<file path="src/hdl/tod_pkg.sv">
// Package for the time-of-day keeper: constants, command and register codes,
// and the structs passed between the pipeline modules. No dependencies.
package tod_pkg;

  // Field widths of the channels and the configuration port.
  localparam int unsigned CMD_W     = 3;
  localparam int unsigned STAMP_W   = 32;
  localparam int unsigned ADJ_W     = 6;
  localparam int unsigned HOUR_W    = 5;
  localparam int unsigned MIN_W     = 6;
  localparam int unsigned SEC_W     = 6;
  localparam int unsigned DAY_W     = 3;
  localparam int unsigned MOD_W     = 11;
  localparam int unsigned DUR_W     = 16;
  localparam int unsigned CFG_IDX_W = 2;
  localparam int unsigned CFG_DAT_W = 16;

  // Time units.
  localparam int unsigned MS_PER_SEC    = 1000;
  localparam int unsigned SEC_PER_MIN   = 60;
  localparam int unsigned MIN_PER_HOUR  = 60;
  localparam int unsigned HOUR_PER_DAY  = 24;
  localparam int unsigned DAYS_PER_WEEK = 7;

  // Timestamp split: now = 1000 * quotient + remainder.
  localparam int unsigned HALF_W  = 16;
  localparam int unsigned Y_W     = 26;          // hi * 536 + lo
  localparam int unsigned Q1_W    = 16;          // y / 1000
  localparam int unsigned NQ_W    = 23;          // now / 1000
  localparam int unsigned NM_W    = 10;          // now % 1000
  localparam int unsigned HI_MOD  = 536;         // 2^16 mod 1000
  localparam int unsigned HI_DIV  = 65;          // 2^16 div 1000
  localparam int unsigned WRAP_MOD = 296;        // 2^32 mod 1000
  localparam int unsigned WRAP_DIV = 4294967;    // 2^32 div 1000
  localparam int unsigned RECIP_W     = 27;
  localparam int unsigned RECIP_SHIFT = 36;
  localparam logic [RECIP_W-1:0] RECIP = 27'd68719477;  // ceil(2^36 / 1000)

  // Configuration reset values.
  localparam logic [MOD_W-1:0] SLEEP_START_RST = 11'd1425;
  localparam logic [MOD_W-1:0] WAKE_RST        = 11'd300;
  localparam logic [MOD_W-1:0] DEEP_LEAD_RST   = 11'd30;
  localparam logic [DUR_W-1:0] DEEP_MAX_RST    = 16'd3600;

  typedef enum logic [CMD_W-1:0] {
    CMD_TICK     = 3'd0,
    CMD_ADD_MIN  = 3'd1,
    CMD_SUB_MIN  = 3'd2,
    CMD_ADD_HOUR = 3'd3,
    CMD_SUB_HOUR = 3'd4,
    CMD_SET_DAY  = 3'd5,
    CMD_LOAD     = 3'd6
  } cmd_e;

  typedef enum logic [CFG_IDX_W-1:0] {
    CFG_SLEEP_START = 2'd0,
    CFG_WAKE        = 2'd1,
    CFG_DEEP_LEAD   = 2'd2,
    CFG_DEEP_MAX    = 2'd3
  } cfg_idx_e;

  // Command fields carried alongside the timestamp split.
  typedef struct packed {
    cmd_e              command;
    logic [ADJ_W-1:0]  adjust_value;
    logic [HOUR_W-1:0] load_hour;
    logic [MIN_W-1:0]  load_minute;
    logic [SEC_W-1:0]  load_second;
    logic [DAY_W-1:0]  load_day;
  } tod_ctl_t;

  // Command with its timestamp as quotient and remainder of 1000.
  typedef struct packed {
    tod_ctl_t          ctl;
    logic [NQ_W-1:0]   nq;
    logic [NM_W-1:0]   nm;
  } tod_stamp_t;

  // Time after a step and the tick pulses.
  typedef struct packed {
    logic [HOUR_W-1:0] hour;
    logic [MIN_W-1:0]  minute;
    logic [SEC_W-1:0]  second;
    logic [DAY_W-1:0]  day;
    logic              p_sec;
    logic              p_min;
    logic              p_day;
  } tod_res_t;

endpackage

</file>
<file path="src/hdl/tod_if.sv">
// Valid/ready channel interfaces for the command input and the result output.
// Depends on tod_pkg for the field widths.
interface tod_in_if;
  logic                          valid;
  logic                          ready;
  logic [tod_pkg::CMD_W-1:0]     command;
  logic [tod_pkg::STAMP_W-1:0]   now_ms;
  logic [tod_pkg::ADJ_W-1:0]     adjust_value;
  logic [tod_pkg::HOUR_W-1:0]    load_hour;
  logic [tod_pkg::MIN_W-1:0]     load_minute;
  logic [tod_pkg::SEC_W-1:0]     load_second;
  logic [tod_pkg::DAY_W-1:0]     load_day;

  modport source (
    output valid, command, now_ms, adjust_value, load_hour, load_minute,
           load_second, load_day,
    input  ready
  );
  modport sink (
    input  valid, command, now_ms, adjust_value, load_hour, load_minute,
           load_second, load_day,
    output ready
  );
endinterface

interface tod_out_if;
  logic                          valid;
  logic                          ready;
  logic [tod_pkg::HOUR_W-1:0]    hour_now;
  logic [tod_pkg::MIN_W-1:0]     minute_now;
  logic [tod_pkg::SEC_W-1:0]     second_now;
  logic [tod_pkg::DAY_W-1:0]     day_now;
  logic                          second_pulse;
  logic                          minute_pulse;
  logic                          day_pulse;
  logic                          sleep_wanted;
  logic [tod_pkg::DUR_W-1:0]     deep_sleep_seconds;

  modport source (
    output valid, hour_now, minute_now, second_now, day_now, second_pulse,
           minute_pulse, day_pulse, sleep_wanted, deep_sleep_seconds,
    input  ready
  );
  modport sink (
    input  valid, hour_now, minute_now, second_now, day_now, second_pulse,
           minute_pulse, day_pulse, sleep_wanted, deep_sleep_seconds,
    output ready
  );
endinterface

</file>
<file path="src/hdl/time_of_day_keeper_with_sleep_window_top.sv">
// Top level of the time-of-day keeper with sleep window.
// Depends on tod_pkg, tod_if, tod_div, tod_core and tod_sleep.
//
//   Channel   Direction  Handshake        Carries
//   in_ch     in         valid / ready    command, timestamp, adjust and load fields
//   out_ch    out        valid / ready    time, tick pulses, sleep flag, deep sleep
//   cfg_*     in         write enable     register index and data, no read-back
//
// One command is taken per cycle while out_ch is not stalled. A command passes
// the input register, three more timestamp-split stages, the state update
// register and the output register before its result is offered on out_ch.
// Every stage moves on when the next one is empty or moving,
// so a stalled output fills the pipeline before in_ch.ready drops.
// Reset clears all valid bits, loads the time 00:00:00 on day 1 and the
// register defaults; no clearing pass follows.
module time_of_day_keeper_with_sleep_window_top (
  input  logic                          clk_i,
  input  logic                          rst_ni,
  input  logic                          cfg_we_i,
  input  tod_pkg::cfg_idx_e             cfg_index_i,
  input  logic [tod_pkg::CFG_DAT_W-1:0] cfg_data_i,
  tod_in_if.sink                        in_ch,
  tod_out_if.source                     out_ch
);
  import tod_pkg::*;

  logic       stamp_valid, stamp_ready;
  tod_stamp_t stamp;
  logic       res_valid, res_ready;
  tod_res_t   res;

  // Timestamp split into quotient and remainder of 1000.
  tod_div u_div (
    .clk_i         (clk_i),
    .rst_ni        (rst_ni),
    .in_ch         (in_ch),
    .stamp_valid_o (stamp_valid),
    .stamp_ready_i (stamp_ready),
    .stamp_o       (stamp)
  );

  // Time state and command update.
  tod_core u_core (
    .clk_i         (clk_i),
    .rst_ni        (rst_ni),
    .stamp_valid_i (stamp_valid),
    .stamp_ready_o (stamp_ready),
    .stamp_i       (stamp),
    .res_valid_o   (res_valid),
    .res_ready_i   (res_ready),
    .res_o         (res)
  );

  // Sleep evaluation and output register.
  tod_sleep u_sleep (
    .clk_i       (clk_i),
    .rst_ni      (rst_ni),
    .cfg_we_i    (cfg_we_i),
    .cfg_index_i (cfg_index_i),
    .cfg_data_i  (cfg_data_i),
    .res_valid_i (res_valid),
    .res_ready_o (res_ready),
    .res_i       (res),
    .out_ch      (out_ch)
  );

endmodule

</file>
<file path="src/hdl/tod_div.sv">
// Input register and a three-stage split of the millisecond timestamp into
// quotient and remainder of 1000. Depends on tod_pkg and tod_in_if.
module tod_div (
  input  logic                clk_i,
  input  logic                rst_ni,
  tod_in_if.sink              in_ch,
  output logic                stamp_valid_o,
  input  logic                stamp_ready_i,
  output tod_pkg::tod_stamp_t stamp_o
);
  import tod_pkg::*;

  logic v1_q, v2_q, v3_q, v4_q;
  logic rdy1, rdy2, rdy3, rdy4;

  tod_ctl_t              ctl1_q, ctl2_q, ctl3_q;
  logic [STAMP_W-1:0]    now1_q;
  logic [Y_W-1:0]        y2_d, y2_q, y3_q;
  logic [HALF_W-1:0]     hi2_q, hi3_q;
  logic [Y_W+RECIP_W-1:0] prod;
  logic [Q1_W-1:0]       q3_d, q3_q;
  logic [Y_W-1:0]        rem_wide;
  tod_stamp_t            stamp_d, stamp_q;

  // A stage takes a new transfer when it is empty or its content moves on.
  assign rdy4 = !v4_q || stamp_ready_i;
  assign rdy3 = !v3_q || rdy4;
  assign rdy2 = !v2_q || rdy3;
  assign rdy1 = !v1_q || rdy2;
  assign in_ch.ready = rdy1;

  always_ff @(posedge clk_i or negedge rst_ni) begin
    if (!rst_ni) begin
      v1_q <= 1'b0;
      v2_q <= 1'b0;
      v3_q <= 1'b0;
      v4_q <= 1'b0;
    end else begin
      if (rdy1) v1_q <= in_ch.valid;
      if (rdy2) v2_q <= v1_q;
      if (rdy3) v3_q <= v2_q;
      if (rdy4) v4_q <= v3_q;
    end
  end

  // Fold the upper half: now = 1000 * 65 * hi + (536 * hi + lo).
  assign y2_d = Y_W'(now1_q[STAMP_W-1:HALF_W]) * Y_W'(HI_MOD) + Y_W'(now1_q[HALF_W-1:0]);

  // Reciprocal multiply gives y / 1000 exactly over the range of y.
  assign prod = (Y_W+RECIP_W)'(y2_q) * (Y_W+RECIP_W)'(RECIP);
  assign q3_d = prod[RECIP_SHIFT +: Q1_W];

  // Remainder and full quotient of the timestamp.
  assign rem_wide = y3_q - Y_W'(q3_q) * Y_W'(MS_PER_SEC);
  always_comb begin
    stamp_d.ctl = ctl3_q;
    stamp_d.nq  = NQ_W'(hi3_q) * NQ_W'(HI_DIV) + NQ_W'(q3_q);
    stamp_d.nm  = rem_wide[NM_W-1:0];
  end

  // Payload registers follow their stage's enable.
  always_ff @(posedge clk_i) begin
    if (rdy1) begin
      ctl1_q.command      <= cmd_e'(in_ch.command);
      ctl1_q.adjust_value <= in_ch.adjust_value;
      ctl1_q.load_hour    <= in_ch.load_hour;
      ctl1_q.load_minute  <= in_ch.load_minute;
      ctl1_q.load_second  <= in_ch.load_second;
      ctl1_q.load_day     <= in_ch.load_day;
      now1_q              <= in_ch.now_ms;
    end
    if (rdy2) begin
      ctl2_q <= ctl1_q;
      y2_q   <= y2_d;
      hi2_q  <= now1_q[STAMP_W-1:HALF_W];
    end
    if (rdy3) begin
      ctl3_q <= ctl2_q;
      y3_q   <= y2_q;
      hi3_q  <= hi2_q;
      q3_q   <= q3_d;
    end
    if (rdy4) begin
      stamp_q <= stamp_d;
    end
  end

  assign stamp_valid_o = v4_q;
  assign stamp_o       = stamp_q;

endmodule

</file>
<file path="src/hdl/tod_core.sv">
// Time-of-day state and the next-state update for every command, with a
// result register behind it. Depends on tod_pkg.
module tod_core (
  input  logic                clk_i,
  input  logic                rst_ni,
  input  logic                stamp_valid_i,
  output logic                stamp_ready_o,
  input  tod_pkg::tod_stamp_t stamp_i,
  output logic                res_valid_o,
  input  logic                res_ready_i,
  output tod_pkg::tod_res_t   res_o
);
  import tod_pkg::*;

  // Last timestamp kept as quotient and remainder of 1000.
  logic [NQ_W-1:0]   lq_q, lq_d;
  logic [NM_W-1:0]   lm_q, lm_d;
  logic [NM_W-1:0]   rem_q, rem_d;
  logic [SEC_W-1:0]  sec_q, sec_d;
  logic [MIN_W-1:0]  min_q, min_d;
  logic [HOUR_W-1:0] hour_q, hour_d;
  logic [DAY_W-1:0]  day_q, day_d;
  logic              rv_q;
  tod_res_t          res_q, res_d;
  logic              advance;

  logic              borrow;
  logic [11:0]       x_off;
  logic [1:0]        f_off;
  logic [NM_W-1:0]   rm;
  logic [23:0]       secs;
  logic [6:0]        secs_c;
  logic [7:0]        s_sum, s_wrap;
  logic [ADJ_W-1:0]  adj_min, adj_hour;
  logic [MIN_W:0]    m_add;
  logic [HOUR_W:0]   h_add;
  logic [DAY_W-1:0]  day_fixed;
  logic              p_sec, p_min, p_day;

  assign stamp_ready_o = !rv_q || res_ready_i;
  assign advance       = stamp_valid_i && stamp_ready_o;

  // Elapsed time split: total = 1000 * secs + rm, with the 2^32 wrap folded in.
  always_comb begin
    borrow = (stamp_i.nq < lq_q) || ((stamp_i.nq == lq_q) && (stamp_i.nm < lm_q));
    x_off  = 12'(rem_q) + 12'(stamp_i.nm) + 12'(MS_PER_SEC) - 12'(lm_q)
             + (borrow ? 12'(WRAP_MOD) : 12'd0);
    if (x_off >= 12'(3 * MS_PER_SEC)) begin
      f_off = 2'd3;
      rm    = NM_W'(x_off - 12'(3 * MS_PER_SEC));
    end else if (x_off >= 12'(2 * MS_PER_SEC)) begin
      f_off = 2'd2;
      rm    = NM_W'(x_off - 12'(2 * MS_PER_SEC));
    end else if (x_off >= 12'(MS_PER_SEC)) begin
      f_off = 2'd1;
      rm    = NM_W'(x_off - 12'(MS_PER_SEC));
    end else begin
      f_off = 2'd0;
      rm    = NM_W'(x_off);
    end
    secs   = 24'(stamp_i.nq) - 24'(lq_q) + (borrow ? 24'(WRAP_DIV) : 24'd0)
             + 24'(f_off) - 24'd1;
    secs_c = (|secs[23:7]) ? 7'h7f : secs[6:0];
    s_sum  = 8'(sec_q) + 8'(secs_c);
    s_wrap = s_sum - 8'(SEC_PER_MIN);
  end

  // Clamped adjust amounts and the day code.
  always_comb begin
    adj_min   = (stamp_i.ctl.adjust_value > ADJ_W'(MIN_PER_HOUR - 1)) ?
                ADJ_W'(MIN_PER_HOUR - 1) : stamp_i.ctl.adjust_value;
    adj_hour  = (stamp_i.ctl.adjust_value > ADJ_W'(HOUR_PER_DAY - 1)) ?
                ADJ_W'(HOUR_PER_DAY - 1) : stamp_i.ctl.adjust_value;
    m_add     = (MIN_W+1)'(min_q) + (MIN_W+1)'(adj_min);
    h_add     = (HOUR_W+1)'(hour_q) + (HOUR_W+1)'(adj_hour);
    day_fixed = (stamp_i.ctl.load_day == '0) ? DAY_W'(1) : stamp_i.ctl.load_day;
  end

  // Next state for each command.
  always_comb begin
    lq_d   = lq_q;
    lm_d   = lm_q;
    rem_d  = rem_q;
    sec_d  = sec_q;
    min_d  = min_q;
    hour_d = hour_q;
    day_d  = day_q;
    p_sec  = 1'b0;
    p_min  = 1'b0;
    p_day  = 1'b0;
    case (stamp_i.ctl.command)
      CMD_TICK: begin
        lq_d  = stamp_i.nq;
        lm_d  = stamp_i.nm;
        rem_d = rm;
        if (secs != '0) begin
          p_sec = 1'b1;
          if (s_sum < 8'(SEC_PER_MIN)) begin
            sec_d = s_sum[SEC_W-1:0];
          end else begin
            // One minute carry at most; the seconds saturate beyond that.
            sec_d = (s_wrap >= 8'(SEC_PER_MIN)) ? SEC_W'(SEC_PER_MIN - 1) : s_wrap[SEC_W-1:0];
            p_min = 1'b1;
            if (min_q == MIN_W'(MIN_PER_HOUR - 1)) begin
              min_d = '0;
              if (hour_q == HOUR_W'(HOUR_PER_DAY - 1)) begin
                hour_d = '0;
                p_day  = 1'b1;
                day_d  = (day_q == DAY_W'(DAYS_PER_WEEK)) ? DAY_W'(1) : day_q + DAY_W'(1);
              end else begin
                hour_d = hour_q + HOUR_W'(1);
              end
            end else begin
              min_d = min_q + MIN_W'(1);
            end
          end
        end
      end
      CMD_ADD_MIN: begin
        min_d = (m_add >= (MIN_W+1)'(MIN_PER_HOUR)) ?
                MIN_W'(m_add - (MIN_W+1)'(MIN_PER_HOUR)) : MIN_W'(m_add);
      end
      CMD_SUB_MIN: begin
        min_d = (min_q >= adj_min) ? min_q - adj_min :
                MIN_W'(min_q + MIN_W'(MIN_PER_HOUR) - adj_min);
      end
      CMD_ADD_HOUR: begin
        hour_d = (h_add >= (HOUR_W+1)'(HOUR_PER_DAY)) ?
                 HOUR_W'(h_add - (HOUR_W+1)'(HOUR_PER_DAY)) : HOUR_W'(h_add);
      end
      CMD_SUB_HOUR: begin
        hour_d = (ADJ_W'(hour_q) >= adj_hour) ? HOUR_W'(ADJ_W'(hour_q) - adj_hour) :
                 HOUR_W'(ADJ_W'(hour_q) + ADJ_W'(HOUR_PER_DAY) - adj_hour);
      end
      CMD_SET_DAY: begin
        day_d = day_fixed;
      end
      CMD_LOAD: begin
        lq_d   = stamp_i.nq;
        lm_d   = stamp_i.nm;
        rem_d  = '0;
        hour_d = (stamp_i.ctl.load_hour > HOUR_W'(HOUR_PER_DAY - 1)) ?
                 HOUR_W'(HOUR_PER_DAY - 1) : stamp_i.ctl.load_hour;
        min_d  = (stamp_i.ctl.load_minute > MIN_W'(MIN_PER_HOUR - 1)) ?
                 MIN_W'(MIN_PER_HOUR - 1) : stamp_i.ctl.load_minute;
        sec_d  = (stamp_i.ctl.load_second > SEC_W'(SEC_PER_MIN - 1)) ?
                 SEC_W'(SEC_PER_MIN - 1) : stamp_i.ctl.load_second;
        day_d  = day_fixed;
      end
      default: begin
        // Unused code: no change of state.
      end
    endcase
  end

  always_comb begin
    res_d.hour   = hour_d;
    res_d.minute = min_d;
    res_d.second = sec_d;
    res_d.day    = day_d;
    res_d.p_sec  = p_sec;
    res_d.p_min  = p_min;
    res_d.p_day  = p_day;
  end

  // State registers change only when a command transfers in.
  always_ff @(posedge clk_i or negedge rst_ni) begin
    if (!rst_ni) begin
      lq_q   <= '0;
      lm_q   <= '0;
      rem_q  <= '0;
      sec_q  <= '0;
      min_q  <= '0;
      hour_q <= '0;
      day_q  <= DAY_W'(1);
      rv_q   <= 1'b0;
    end else begin
      if (advance) begin
        lq_q   <= lq_d;
        lm_q   <= lm_d;
        rem_q  <= rem_d;
        sec_q  <= sec_d;
        min_q  <= min_d;
        hour_q <= hour_d;
        day_q  <= day_d;
      end
      if (stamp_ready_o) rv_q <= stamp_valid_i;
    end
  end

  always_ff @(posedge clk_i) begin
    if (advance) res_q <= res_d;
  end

  assign res_valid_o = rv_q;
  assign res_o       = res_q;

endmodule

</file>
<file path="src/hdl/tod_sleep.sv">
// Configuration registers, sleep-window and deep-sleep evaluation, and the
// output register. Depends on tod_pkg and tod_out_if.
module tod_sleep (
  input  logic                         clk_i,
  input  logic                         rst_ni,
  input  logic                         cfg_we_i,
  input  tod_pkg::cfg_idx_e            cfg_index_i,
  input  logic [tod_pkg::CFG_DAT_W-1:0] cfg_data_i,
  input  logic                         res_valid_i,
  output logic                         res_ready_o,
  input  tod_pkg::tod_res_t            res_i,
  tod_out_if.source                    out_ch
);
  import tod_pkg::*;

  logic [MOD_W-1:0] sleep_start_q, wake_q, lead_q;
  logic [DUR_W-1:0] deep_max_q;

  logic [MOD_W-1:0] tod_min, end_min, gap;
  logic [16:0]      gap_s;
  logic             lead_over;
  logic             sleep_d;
  logic [DUR_W-1:0] deep_d;

  logic             ov_q;
  tod_res_t         res_q;
  logic             sleep_q;
  logic [DUR_W-1:0] deep_q;

  // Register writes.
  always_ff @(posedge clk_i or negedge rst_ni) begin
    if (!rst_ni) begin
      sleep_start_q <= SLEEP_START_RST;
      wake_q        <= WAKE_RST;
      lead_q        <= DEEP_LEAD_RST;
      deep_max_q    <= DEEP_MAX_RST;
    end else if (cfg_we_i) begin
      case (cfg_index_i)
        CFG_SLEEP_START: sleep_start_q <= cfg_data_i[MOD_W-1:0];
        CFG_WAKE:        wake_q        <= cfg_data_i[MOD_W-1:0];
        CFG_DEEP_LEAD:   lead_q        <= cfg_data_i[MOD_W-1:0];
        CFG_DEEP_MAX:    deep_max_q    <= cfg_data_i[DUR_W-1:0];
        default: begin
        end
      endcase
    end
  end

  // Minute of day, the sleep window and the allowed deep sleep.
  always_comb begin
    tod_min   = MOD_W'(res_i.hour) * MOD_W'(MIN_PER_HOUR) + MOD_W'(res_i.minute);
    sleep_d   = (tod_min < wake_q) || (tod_min > sleep_start_q);
    lead_over = lead_q > wake_q;
    end_min   = wake_q - lead_q;
    gap       = end_min - tod_min;
    gap_s     = 17'(gap) * 17'(SEC_PER_MIN);
    if (tod_min > sleep_start_q) begin
      deep_d = deep_max_q;
    end else if (lead_over || (tod_min > end_min)) begin
      deep_d = '0;
    end else if (gap_s > 17'(deep_max_q)) begin
      deep_d = deep_max_q;
    end else begin
      deep_d = gap_s[DUR_W-1:0];
    end
  end

  // Output register parts the pipeline from the consumer.
  assign res_ready_o = !ov_q || out_ch.ready;

  always_ff @(posedge clk_i or negedge rst_ni) begin
    if (!rst_ni) begin
      ov_q <= 1'b0;
    end else if (res_ready_o) begin
      ov_q <= res_valid_i;
    end
  end

  always_ff @(posedge clk_i) begin
    if (res_ready_o) begin
      res_q   <= res_i;
      sleep_q <= sleep_d;
      deep_q  <= deep_d;
    end
  end

  assign out_ch.valid              = ov_q;
  assign out_ch.hour_now           = res_q.hour;
  assign out_ch.minute_now         = res_q.minute;
  assign out_ch.second_now         = res_q.second;
  assign out_ch.day_now            = res_q.day;
  assign out_ch.second_pulse       = res_q.p_sec;
  assign out_ch.minute_pulse       = res_q.p_min;
  assign out_ch.day_pulse          = res_q.p_day;
  assign out_ch.sleep_wanted       = sleep_q;
  assign out_ch.deep_sleep_seconds = deep_q;

endmodule
</file>
<file path="src/flat_wrapper.sv">
// flat-port wrapper written by rule: the top's interface ports become plain ports
module time_of_day_keeper_with_sleep_window_top_flat import tod_pkg::*;
  (clk_i, rst_ni, cfg_we_i, cfg_index_i, cfg_data_i, in_ch_valid, in_ch_command, in_ch_now_ms, in_ch_adjust_value, in_ch_load_hour, in_ch_load_minute, in_ch_load_second, in_ch_load_day, in_ch_ready, out_ch_valid, out_ch_hour_now, out_ch_minute_now, out_ch_second_now, out_ch_day_now, out_ch_second_pulse, out_ch_minute_pulse, out_ch_day_pulse, out_ch_sleep_wanted, out_ch_deep_sleep_seconds, out_ch_ready);
  tod_in_if in_ch_i ();
  tod_out_if out_ch_i ();
  input  logic clk_i;
  input  logic rst_ni;
  input  logic cfg_we_i;
  input  tod_pkg::cfg_idx_e cfg_index_i;
  input  logic [tod_pkg::CFG_DAT_W-1:0] cfg_data_i;
  input wire logic [$bits(in_ch_i.valid)-1:0] in_ch_valid;
  input wire logic [$bits(in_ch_i.command)-1:0] in_ch_command;
  input wire logic [$bits(in_ch_i.now_ms)-1:0] in_ch_now_ms;
  input wire logic [$bits(in_ch_i.adjust_value)-1:0] in_ch_adjust_value;
  input wire logic [$bits(in_ch_i.load_hour)-1:0] in_ch_load_hour;
  input wire logic [$bits(in_ch_i.load_minute)-1:0] in_ch_load_minute;
  input wire logic [$bits(in_ch_i.load_second)-1:0] in_ch_load_second;
  input wire logic [$bits(in_ch_i.load_day)-1:0] in_ch_load_day;
  output wire logic [$bits(in_ch_i.ready)-1:0] in_ch_ready;
  output wire logic [$bits(out_ch_i.valid)-1:0] out_ch_valid;
  output wire logic [$bits(out_ch_i.hour_now)-1:0] out_ch_hour_now;
  output wire logic [$bits(out_ch_i.minute_now)-1:0] out_ch_minute_now;
  output wire logic [$bits(out_ch_i.second_now)-1:0] out_ch_second_now;
  output wire logic [$bits(out_ch_i.day_now)-1:0] out_ch_day_now;
  output wire logic [$bits(out_ch_i.second_pulse)-1:0] out_ch_second_pulse;
  output wire logic [$bits(out_ch_i.minute_pulse)-1:0] out_ch_minute_pulse;
  output wire logic [$bits(out_ch_i.day_pulse)-1:0] out_ch_day_pulse;
  output wire logic [$bits(out_ch_i.sleep_wanted)-1:0] out_ch_sleep_wanted;
  output wire logic [$bits(out_ch_i.deep_sleep_seconds)-1:0] out_ch_deep_sleep_seconds;
  input wire logic [$bits(out_ch_i.ready)-1:0] out_ch_ready;
  assign in_ch_i.valid = in_ch_valid;
  assign in_ch_i.command = in_ch_command;
  assign in_ch_i.now_ms = in_ch_now_ms;
  assign in_ch_i.adjust_value = in_ch_adjust_value;
  assign in_ch_i.load_hour = in_ch_load_hour;
  assign in_ch_i.load_minute = in_ch_load_minute;
  assign in_ch_i.load_second = in_ch_load_second;
  assign in_ch_i.load_day = in_ch_load_day;
  assign in_ch_ready = in_ch_i.ready;
  assign out_ch_valid = out_ch_i.valid;
  assign out_ch_hour_now = out_ch_i.hour_now;
  assign out_ch_minute_now = out_ch_i.minute_now;
  assign out_ch_second_now = out_ch_i.second_now;
  assign out_ch_day_now = out_ch_i.day_now;
  assign out_ch_second_pulse = out_ch_i.second_pulse;
  assign out_ch_minute_pulse = out_ch_i.minute_pulse;
  assign out_ch_day_pulse = out_ch_i.day_pulse;
  assign out_ch_sleep_wanted = out_ch_i.sleep_wanted;
  assign out_ch_deep_sleep_seconds = out_ch_i.deep_sleep_seconds;
  assign out_ch_i.ready = out_ch_ready;
  time_of_day_keeper_with_sleep_window_top u_core (.clk_i(clk_i), .rst_ni(rst_ni), .cfg_we_i(cfg_we_i), .cfg_index_i(cfg_index_i), .cfg_data_i(cfg_data_i), .in_ch(in_ch_i), .out_ch(out_ch_i));
endmodule
</file>
<file path="config.mk">
export PLATFORM = sky130hd
export DESIGN_NAME = time_of_day_keeper_with_sleep_window_top_flat
export DESIGN_NICKNAME = d
export VERILOG_FILES = /design/src/hdl/tod_pkg.sv /design/src/hdl/tod_if.sv /design/src/hdl/time_of_day_keeper_with_sleep_window_top.sv /design/src/hdl/tod_div.sv /design/src/hdl/tod_core.sv /design/src/hdl/tod_sleep.sv /design/src/flat_wrapper.sv
export SDC_FILE = /design/constraint.sdc
export NUM_CORES = 2
export LEC_CHECK = 0
export ABC_AREA = 0
export BUFFER_PORTS_ARGS = -buffer_cell sky130_fd_sc_hd__buf_2
export CAP_MARGIN = 10
export CORE_MARGIN = 2
export CORE_UTILIZATION = 50
export DETAILED_ROUTE_END_ITERATION = 8
export GPL_TIMING_DRIVEN = 0
export HOLD_SLACK_MARGIN = 0.05
export PLACE_DENSITY = 0.66
export SETUP_SLACK_MARGIN = 0.4
export SYNTH_ARGS = -nofsm -noshare
export SYNTH_HDL_FRONTEND = slang
export SYNTH_SLANG_ARGS = --single-unit
</file>
<file path="constraint.sdc">
create_clock -name clk_i -period 14 [get_ports clk_i]
set_clock_uncertainty 0.2 [all_clocks]
set_input_delay 0.7 -clock clk_i [delete_from_list [all_inputs] [get_ports clk_i]]
set_output_delay 0.7 -clock clk_i [all_outputs]
set_load 0.02 [all_outputs]
</file>
# Word level (Yosys, flattened, before mapping)
# Index checks and enable logic that the tools add are counted.
# classes
n_addsub	32
multipliers	6
n_lt_le_gt_ge	21
n_eq_ne	13
n_mux	45
bitwise_logic	3
reduce_logical	33
# ops
cell	count
6-bit 2-to-1 mux	12
26-bit by 27-bit multiplier with 52-bit output, second input constant	1
16-bit 2-to-1 mux	3
16-bit by 7-bit multiplier with 23-bit output, second input constant	2
5-bit 2-to-1 mux	7
11-bit greater-than comparator	3
10-bit 2-to-1 mux	3
10-bit subtractor, second input constant	3
26-bit by 16-bit adder with 26-bit output	1
24-bit by 2-bit adder with 24-bit output	1
24-bit by 23-bit adder with 24-bit output	1
6-bit case mux with 4 select lines	1
24-bit nonzero test	1
23-bit by 23-bit subtractor with 24-bit output	1
24-bit by 1-bit subtractor with 24-bit output, second input constant	1
23-bit by 16-bit adder with 23-bit output	1
23-bit == test	1
23-bit less-than comparator	1
23-bit 2-to-1 mux	1
11-bit subtractor	2
10-bit case mux with 2 select lines	1
5-bit case mux with 4 select lines	1
6-bit greater-than comparator, second input constant	3
3-bit 2-to-1 mux	6
other kinds (60)	95
# word_totals
ff_bits	446
inputBits	84
elab_cells	218

# Longest topological paths before layout
# depth
depth_word	20
mapped_depth	56
ltp_nobuf	55

# By module
# Synthesis repeated with hierarchy kept, for this count alone.
# unflattened
hier_cells	3827
hier_area_um2	40365.0
# modules_own_cells
module	n_inst	cells_per_inst	area_per_inst_um2	seq_area_each_um2
tod_div	1	1878	22771.8	8057.7
tod_core	1	1275	10676.5	2293.4
tod_sleep	1	674	6916.6	2473.6

# Least setup slack after synthesis
# OpenSTA, ideal clock, no wires.
# synth_path
path_type	register to register
startpoint	register u_core.u_div.stamp_q, in the netlist u_core.u_div.stamp_o[11]
endpoint	register u_core.u_core.res_q, in the netlist u_core.u_core.res_o[9], data pin
arrival_ns	11.286
required_time_ns	13.540
setup_slack_ns	2.254
stages_incl_launch_ff	49
n_path_buf	0
path_cell_list	edfxtp_1 > ha_1 > nor2b_1 > o21a_1 > o21a_1 > o21a_1 > o21ai_0 > nand2b_1 > a21oi_1 > nor2b_1 > o21ai_0 > a21oi_1 > o31ai_1 > fa_1 > fa_1 > ha_1 > a211oi_1 > nor3_1 > [13 not listed] > mux2i_1 > nor4b_1 > nand4_1 > and4bb_2 > nand2b_1 > ha_1 > inv_1 > fa_1 > nor2b_1 > o21a_1 > or3_1 > and2_1 > maj3_1 > o21ai_0 > a32oi_1 > mux2_2 > o22a_1 > mux2_2
# synth_via
elab_chain_len	20
# synth_lines
element	line_no	rtl
from (decl)	tod_div.sv:23	tod_stamp_t stamp_d, stamp_q;
from (signal assigned)	tod_div.sv:84	stamp_q <= stamp_d;
branches (longest 9 deep; another with 23-bit less-than comparator)	--	
24-bit by 2-bit adder with 24-bit output *	tod_core.sv:62	+ 24'(f_off) - 24'd1;
24-bit by 1-bit subtractor with 24-bit output *	tod_core.sv:62	
17-bit OR reduction	tod_core.sv:63	secs_c = (|secs[23:7]) ? 7'h7f : secs[6:0];
7-bit 2-to-1 mux	tod_core.sv:63	
6-bit by 7-bit adder with 8-bit output	tod_core.sv:64	s_sum = 8'(sec_q) + 8'(secs_c);
8-bit by 6-bit subtractor with 8-bit output	tod_core.sv:65	s_wrap = s_sum - 8'(SEC_PER_MIN);
8-bit by 6-bit greater-or-equal comparator with 1-bit output	tod_core.sv:102	sec_d = (s_wrap >= 8'(SEC_PER_MIN)) ? SEC_W'(SEC_PER_MIN - 1) : s_wrap[SEC_W-1:0];
6-bit 2-to-1 mux	tod_core.sv:102	
6-bit 2-to-1 mux	tod_core.sv:98	if (s_sum < 8'(SEC_PER_MIN)) begin
6-bit 2-to-1 mux *	tod_core.sv:96	if (secs != '0) begin
6-bit case mux with 2 select lines *	tod_core.sv:91	case (stamp_i.ctl.command)
named net u_core.u_core.sec_d[3]	tod_core.sv:19	logic [SEC_W-1:0] sec_q, sec_d;
to (signal assigned)	tod_core.sv:192	if (advance) res_q <= res_d;
to (decl)	tod_core.sv:24	tod_res_t res_q, res_d;
# Mark *: on every way through the listed nets, which the timed path passes.
# A chain may end at the register's enable or synchronous reset.

# Final worst setup path
# Ends and elaborated chain as after synthesis.

==> flow_summary.ini <==
[outcome]
outcome = finished, final reports clean

[routing]
via_per_inst = 5.290
antenna_left = 0
routed.top_layer = met4
wl_met2_microns = 40020
firstDrtPassIters = 5
routedWlPerCell_microns = 16.83
drt_wl_total_microns = 84050
drcViolationCount = 0
met1_length_microns = 37410
vias = 26419
drt_iter0_markers = 1257
dr_wl_met3_microns = 3961

[worst_setup_path]
cp.required_ps = 14170
path_max_fanout = 9
cpPeakStageDelay_ps = 570
crit_type = flip-flop to flip-flop
startpoint_type = flip-flop
critPathSlowestCell = fa_1
timing.critical_path.to_type = flip-flop
crit_path_frequent_cell = fa_1
cp.arrival_ps = 12970

[die]
initial_core_util = 0.5034
die_height_microns = 285.6
die_w_microns = 285.6
rows = 103
core_area_sq_um = 78740
dieArea_sq_um = 81540
ios = 126

[synthesis]
synth_nets = 4696
synth_area_leaders = edfxtp_1, ha_1, fa_1
yosysTopAreaCell = edfxtp_1
yosysSeqAreaShare = 0.3235
synth_seq_cells = 446
syn_area_sq_um = 39640
yosysWarnings = 0
synth.cells.most_frequent = inv_1, ha_1, edfxtp_1, fa_1, a21oi_1
async_flop_share = 0.2646
synth_edf_count = 328
ys_types = 87
synth_top_area_share = 0.2485
synth.most_common_cell = inv_1
synth_ff_type = edfxtp_1
postSynthCellCount = 3661
synth.avg_cell_area_sq_um = 10.83

[grt]
antenna_found_initial = 0
grt_pass1_wl_microns = 138100
first_global_vias = 26956
grt_overflow = 0
grt_max_degree = 88
grtUsageTotal = 0.2107

[clock_network]
clockBufferDepth = 3
cts_buffers = 53
clock_sink_count = 446
htree_num_levels = 2
clkTransAtPathRegs_ps = 60
cts_tree = done
cts_root_buf = clkbuf_16
clk_latency_ps = 640

[sta]
fin_setup_tns_ps = 0
hold_violations = 0
min_period_over_period = 0.9144
fmax_mhz = 78.12
rsz0062_at_grt = no
final.min_clock_period_ps = 12800
worst_pin_slew_ps = 1152
finalMaxSlewViolations = 0
slew_headroom = 0.2260
setup_violations = 0

[final_layout]
filler_cell_count = 6756
drive_gt1_frac = 0.09840
stdcell_count = 4994
seq_area_sq_um = 12820
utilization = 0.5624
nets = 4933
area_growth_pct = 11.73
multi_input_area_sq_um = 24030

[placed_design]
port_buffers = 125
place_congestion = 0.9174
dpl.cell_count = 4841
hpwlAfterDp_microns = 67310

[job]
cap_violations = 0

[worst_hold_path]
min-delay-path-class = input pin to flip-flop
## sequential cells by signal, indices dropped and copies added, names as in the netlist, 11 cells and up
signal / flops
u_core.u_core.lq_q: 23
u_core.u_sleep.wake_q: 11
u_core.u_sleep.deep_max_q: 16
u_core.u_div.now1_q: 32
u_core.u_div.hi2_q: 16
u_core.u_div.y2_q: 26
u_core.u_core.res_o: 23
u_core.u_sleep.lead_q: 11
u_core.u_div.hi3_q: 16
u_core.u_div.ctl2_q: 29
u_core.u_div.ctl3_q: 29
u_core.u_sleep.sleep_start_q: 11
u_core.u_div.ctl1_q: 29
u_core.u_div.stamp_o: 62
u_core.u_sleep.out_ch.deep_sleep_seconds: 16
u_core.u_div.q3_q: 16
## layer usage
layer,GRT usage,vias to the layer above
li1,-,13045
met1,0.2775,12656
met2,0.3594,577
met3,0.02815,141
met4,0.07029,0
met5,0,-
## cell type report
class	count	share of cell area
antenna	1	0.00005651
buffer	52	0.005538
clock buffer	67	0.03323
clock inverter	33	0.01037
inverter	719	0.06100
multi-input combinational	2444	0.5427
sequential	446	0.2896
tap	1050	0.02967
timing repair buffer	182	0.02789
## logic make-up (layout without fill, tap and decap cells)
family / after synthesis / after routing / share of synthesized area
buffers and inverters: 771 / 1053 / 0.07424
AND/OR/NAND/NOR: 589 / 589 / 0.07582
multiplexers: 83 / 83 / 0.02326
flip-flops: 446 / 446 / 0.3235
adder cells (fa/ha/maj): 952 / 952 / 0.3582
AO/OA/AOI/OAI: 658 / 658 / 0.1091
XOR/XNOR: 162 / 162 / 0.03580
other: 0 / 1 / 0
## cell usage in the layout (no fill, tap or decap), types with 73 or more instances in the layout
cell      count
inv_1       715
dfrtp_1     100
a21oi_1     159
fa_1        305
edfxtp_1    328
nor2_1      134
xnor2_1     114
a21o_1       80
ha_1        645
o21ai_0     130
nand2_1     132
buf_2       127
mux2_2       73
## worst max-delay path: cells and delay by family (launching register included)
kind | cells | cell delay, ps
AO/OA/AOI/OAI | 17 | 3240
adder cells (fa/ha/maj) | 11 | 4220
buffers and inverters | 5 | 400
flip-flops | 1 | 470
multiplexers | 3 | 770
AND/OR/NAND/NOR | 17 | 3220
## path summary, 6_finish.rpt
kind | from | endpoint | slack (ps) | cells past startpoint
setup / recovery | u_core.u_div.stamp_o[11] | u_core.u_core.res_o[9] | 1200 | 53
hold / removal | in_ch_load_minute[5] | u_core.u_div.ctl1_q[14] | 90 | 1
setup reg to reg | u_core.u_div.stamp_o[11] | u_core.u_core.res_o[9] | 1200 | 53
max in group asynchronous | rst_ni | u_core.u_core.rem_q[3] | 12420 | 3
hold reg to reg | u_core.u_div.y3_q[2] | u_core.u_div.stamp_o[2] | 180 | 0
min in group asynchronous | rst_ni | u_core.u_core.lq_q[16] | 330 | 2
## metrics by stage
step / hold WS, ps / setup slack (ps) / cell area, sq um
after detailed placement: 204.5 / 627.4 / 41720
final: 86.03 / 1199 / 44290
after CTS: 51.58 / 554.8 / 44120
after floorplan: 200.3 / 2254 / 39640
after global placement: 200.3 / 146.0 / 41580
after global routing: 60.25 / 358.9 / 44280
## timing repair
| action | 4_1_cts | 5_1_grt |
|---|---|---|
| buffers inserted | 0 | 5 |
| setup endpoints to repair | 0 | 42 |
| hold buffers | 47 | 0 |
| resized for setup | 0 | 28 |
| endpoints found under the hold margin | 77 | 0 |
Power is not shown: default switching activity piles up to over one toggle a cycle in this logic, so the estimate is an artifact.
